`config.mk`:
```
export PLATFORM = sky130hd
export DESIGN_NAME = fmdcr_ram
export DESIGN_NICKNAME = d
export VERILOG_FILES = /design/src/fmdcr_ram.sv
export SDC_FILE = /design/constraint.sdc
export NUM_CORES = 2
export LEC_CHECK = 0
export BUFFER_PORTS_ARGS = -buffer_cell sky130_fd_sc_hd__buf_2
export CORE_MARGIN = 2
export CORE_UTILIZATION = 23
export DETAILED_ROUTE_END_ITERATION = 8
export GPL_ROUTABILITY_DRIVEN = 1
export HOLD_SLACK_MARGIN = 0.1
export SYNTH_ARGS = -nofsm -noshare
export SYNTH_HDL_FRONTEND = slang
export SYNTH_SLANG_ARGS = --single-unit
```
`constraint.sdc`:
```
create_clock -name clock -period 2.9 [get_ports clock]
set_clock_uncertainty 0.2 [all_clocks]
set_input_delay 0.58 -clock clock [delete_from_list [all_inputs] [get_ports clock]]
set_output_delay 0.58 -clock clock [all_outputs]
set_load 0.01 [all_outputs]
```
`src/fmdcr_ram.sv`:
```
// ----------------------------------------------------------------------------
// fmdcr_ram
// Simple dual-port RAM: one write port, one read port, registered read data.
// ----------------------------------------------------------------------------
`timescale 1ns / 1ps
`default_nettype none

module fmdcr_ram #(
   parameter int DEPTH = 256,
   parameter int WIDTH = 8
) (
   input  wire logic                     clock,
   input  wire logic                     we,
   input  wire logic [$clog2(DEPTH)-1:0] waddr,
   input  wire logic [WIDTH-1:0]         wdata,
   input  wire logic                     re,
   input  wire logic [$clog2(DEPTH)-1:0] raddr,
   output      logic [WIDTH-1:0]         rdata
);

   logic [WIDTH-1:0] mem [DEPTH];

   always_ff @(posedge clock) begin
      if (we) begin
         mem[waddr] <= wdata;
      end
   end

   always_ff @(posedge clock) begin
      if (re) begin
         rdata <= mem[raddr];
      end
   end

endmodule

`default_nettype wire

```
# Word level (Yosys, flattened, before mapping)
# Memories as Yosys holds them, arrays and structs flattened. A register that Yosys moved wholly into a read port is not among the register bits.
# Cells that the tools add are included.
[totals] ff_bits=0 ram_bits=2048 n_memories=1
[op_classes] mux=2
[mem_list] memory="mem" words=256 width=8 read_ports=1 rd_clocked_by_memory_dff=1 write_ports=1 line_no="21" text="logic [WIDTH-1:0] mem [DEPTH];"
[op_table] op="$mux 1" n=2

# Depth between registers and ports, before layout
[logic_depth] word_depth=2 ltp_mapped=11 depth_no_buf=6

# Least setup slack after synthesis
# OpenSTA, ideal clock, no wires.
[synth_timing] kind="input port to flip-flop" start="input raddr[0]" end="register rdata[2] (read register of mem), data pin" setup_time_ns=0.269 arrival_time_ns=2.387 required_time_ns=2.431 path_slack_ns=0.044 path_stages=9 path_buffers=4 path_cell_list="buf_6 > buf_12 > buf_8 > buf_2 > mux4_2 > a22oi_1 > a21oi_1 > nor4_1 > nor4_2"
[synth_rtl] item="start, declared" line_no="17" text="input wire logic [$clog2(DEPTH)-1:0] raddr,"
[synth_rtl] item="end, declared" line_no="18" text="output logic [WIDTH-1:0] rdata"

==> results.md <==
* Hold Crit Class: in2reg
* GR Overflow Total at 0
* DR vias at 41300
* Metal3 WL at 14600 µm
* Clock slew at reported path FFs at 60 ps
* Clock Latency Late Sink at 850 ps
* Crit path top cell by count: buf_4
* CP Capture Type: flip-flop
* Core area at 345000 µm²
* Initial core utilization at 23.1%
* Detailed Place HPWL at 139000 µm
* DR top layer: met4
* Post-synth top flop: edfxtp_1
* 1st-iter DRT viols at 5013
* Cell count after synthesis at 3733
* Register area share after synthesis at 77.5%
* Die X at 592 µm
* H-tree depth at 4
* CP bufs+invs at 5
* Final #Nets at 4505
* CP Max Fanout at 23
* Top-count cell post-synth: edfxtp_1
* Fill cells at 33900
* Clk buf depth at 3
* Delay-heaviest family, CP: buffers and inverters
* Post-synth top cells: edfxtp_1 (2056), mux4_2 (454), nor2_1 (282)
* Hold path cells at 1
* Pwr/cell area at 644 nW/µm²
* WP depth at 10
* Post-route ant nets at 0
* CTS Buf Count at 199
* Area leader, netlist: edfxtp_1
* Chip Height at 592 µm
* Slew @ Worst Pin at 846 ps
* Final WS setup at -32.3 ps
* CTS tree: done
* WL per Instance at 22.8 µm
* Run status: finished with violations
* Sink Count at 2056
* Top cell type's share of synthesized area at 77.5%
* Avg Inst Size Synth at 21.3 µm²
* Vias per inst at 4.47
* DRT met1 WL at 87100 µm
* Mapped Nets at 3760
* RSZ-0062 raised after global routing: no
* Worst EP arrival at 3290 ps
* Synth area leaders: edfxtp_1 (78%), mux4_2 (13%), mux2i_1 (1.7%), nor2_1 (1.3%), a22oi_1 (1.3%)
* Period utilisation layout at 101%
* Crit Path Category: in2reg
* First-pass GRT wire length at 302000 µm
* Die ar. at 351000 µm²
* Leakage at 30.8 nW
* Reg2reg path depth at 7
* Clk root buf: clkbuf_16
* Drt total wl at 210000 µm
* Row Count at 216
* Failing checks: setup timing
* Rel. slew slack at 43.6%
* Number of synthesized register bits at 2056
* MaxCap Viol Count at 0
* Distinct cells, synth at 54
* Async SR Flop Fraction at 0%
* Max frequency at 341 MHz
* Slowest CP cell: nor4_1
* Crit-path max cell delay at 720 ps
* Overall routing resource usage at 11.8%
* I/O pin total at 35
* Final Hold Fails at 0
* Drt first pass iters at 5
* Vias in the first global route at 41600
* Period minus WS final at 2930 ps
* Finished layout cell area at 97700 µm²
* Post-route DRC at 0
* PnR Total Power at 62.9 mW
* Fin. max-slew vios at 0
* Port bufs at 34
* Initial antenna violation count at 12
* Cell Area, Placed at 90800 µm²
* Post-CTS Setup Bufs at 0
* GP Congestion at 0.828
* Critical path startpoint category: input port
* Mapped cell area at 79600 µm²
* Share of layout cells above drive strength 1 at 33.2%
* Synth warnings at 0
* Hold slack final at 143 ps
* Met2 wire len at 102000 µm
* Number of flops mapped to enable cells by yosys at 2056
* Critical-path cell list: buf_8 -> buf_12 -> buf_4 -> mux4_2 -> a22oi_1 -> buf_4 -> a21oi_1 -> nor4_1 -> buf_4 -> nor4_1
* Largest net degree at the start of global routing at 104
* VDD IR max at 626 µV
* Area grow syn2layout at 22.6%
* Setup violations, final at 1
* Data required, critical path at 3260 ps
==> cells in the final DEF, fill, tap and decap left out, types with 15 or more instances in the layout <==
master        n
bufinv_16    28
nor4_1       19
nor2b_1      28
nor3_1       20
edfxtp_1   2056
a211oi_1     15
clkinv_1     37
nand3_1      34
buf_2        22
buf_4       650
clkinv_2     31
o221ai_1     46
clkbuf_1     41
a21oi_1      96
o22ai_1      28
clkbuf_16   203
nand2_1      33
mux4_2      454
buf_12       87
a22oi_1     133
mux2i_1     134
nor2_1      279
==> sequential cells by signal (all words and copies together) (netlist names) <==
signal	flops
mem	2048
rdata	8
==> per-layer routing <==
metal	vias up	GRT usage, %
met5	-	0
met4	0	3.39
met3	338	1.95
met1	22100	15.8
met2	1648	19.5
li1	17200	-
==> final timing paths <==
kind,from,endpoint,slack [ps]
max reg2reg,mem[138][5]$_DFFE_PP_,rdata[5]$_DFFE_PP_,10
min,wdata[3],mem[55][3]$_DFFE_PP_,140
min reg2reg,mem[171][6]$_DFFE_PP_,rdata[6]$_DFFE_PP_,990
max,raddr[0],rdata[5]$_DFFE_PP_,-30
==> what timing repair did <==
action | 4_1_cts | 5_1_grt
resized for setup | 7 | 1
setup endpoints to repair | 4 | 1
gates cloned | 0 | 0
hold endpoints to repair | 256 | 0
hold buffers | 8 | 0
==> worst register-to-register path: cells and delay by family, from the launching register on <==
family                 cells  cell delay, ps
AOI/OAI and AO/OA          2             410
and+or+nand+nor            2             760
DFF                        1             370
muxes                      1             490
buffers and inverters      2             390
==> final cells by class <==
type	count	area, µm²	area share [%]
multi-input cells	1442	16500	16.9
clock inverters	121	1450	1.48
inverters	2	7.51	0.00769
diodes	10	25.0	0.0256
flip-flops and latches	2056	61700	63.2
well taps	4578	5730	5.86
clock buffers	244	5230	5.36
repair buffers	777	6960	7.12
==> stage by stage <==
step                util, %  TNS (ps)  instances  worst slack [ps]
CTS                    28.3         0       9220              50.3
global route           28.3         0       9222              25.6
detailed placement     26.3     -6470       8847             -1100
floorplan                 -         0       3733              43.9
finish                 28.3     -32.3       9230             -32.3
global placement       26.3     -6600       8847             -1120
==> cells by family (layout without fill, tap and decap cells) <==
kind of cell / count (synthesis) / count (layout) / share of synthesized area [%]
AO/OA/AOI/OAI: 385 / 385 / 3.42
buffers and inverters: 235 / 1144 / 1.83
AND/OR/NAND/NOR: 466 / 466 / 2.63
flip-flops: 2056 / 2056 / 77.5
other: 0 / 10 / 0
multiplexers: 591 / 591 / 14.6
==> power by group <==
part | switching [mW] | leakage [nW] | internal (mW)
Combinational | 2.08 | 9.12 | 1.42
Sequential | 0.0386 | 18.5 | 32.8
Clock | 11.2 | 3.24 | 15.4
Total | 13.3 | 30.8 | 49.5
Power figures use the tool's default switching activity.
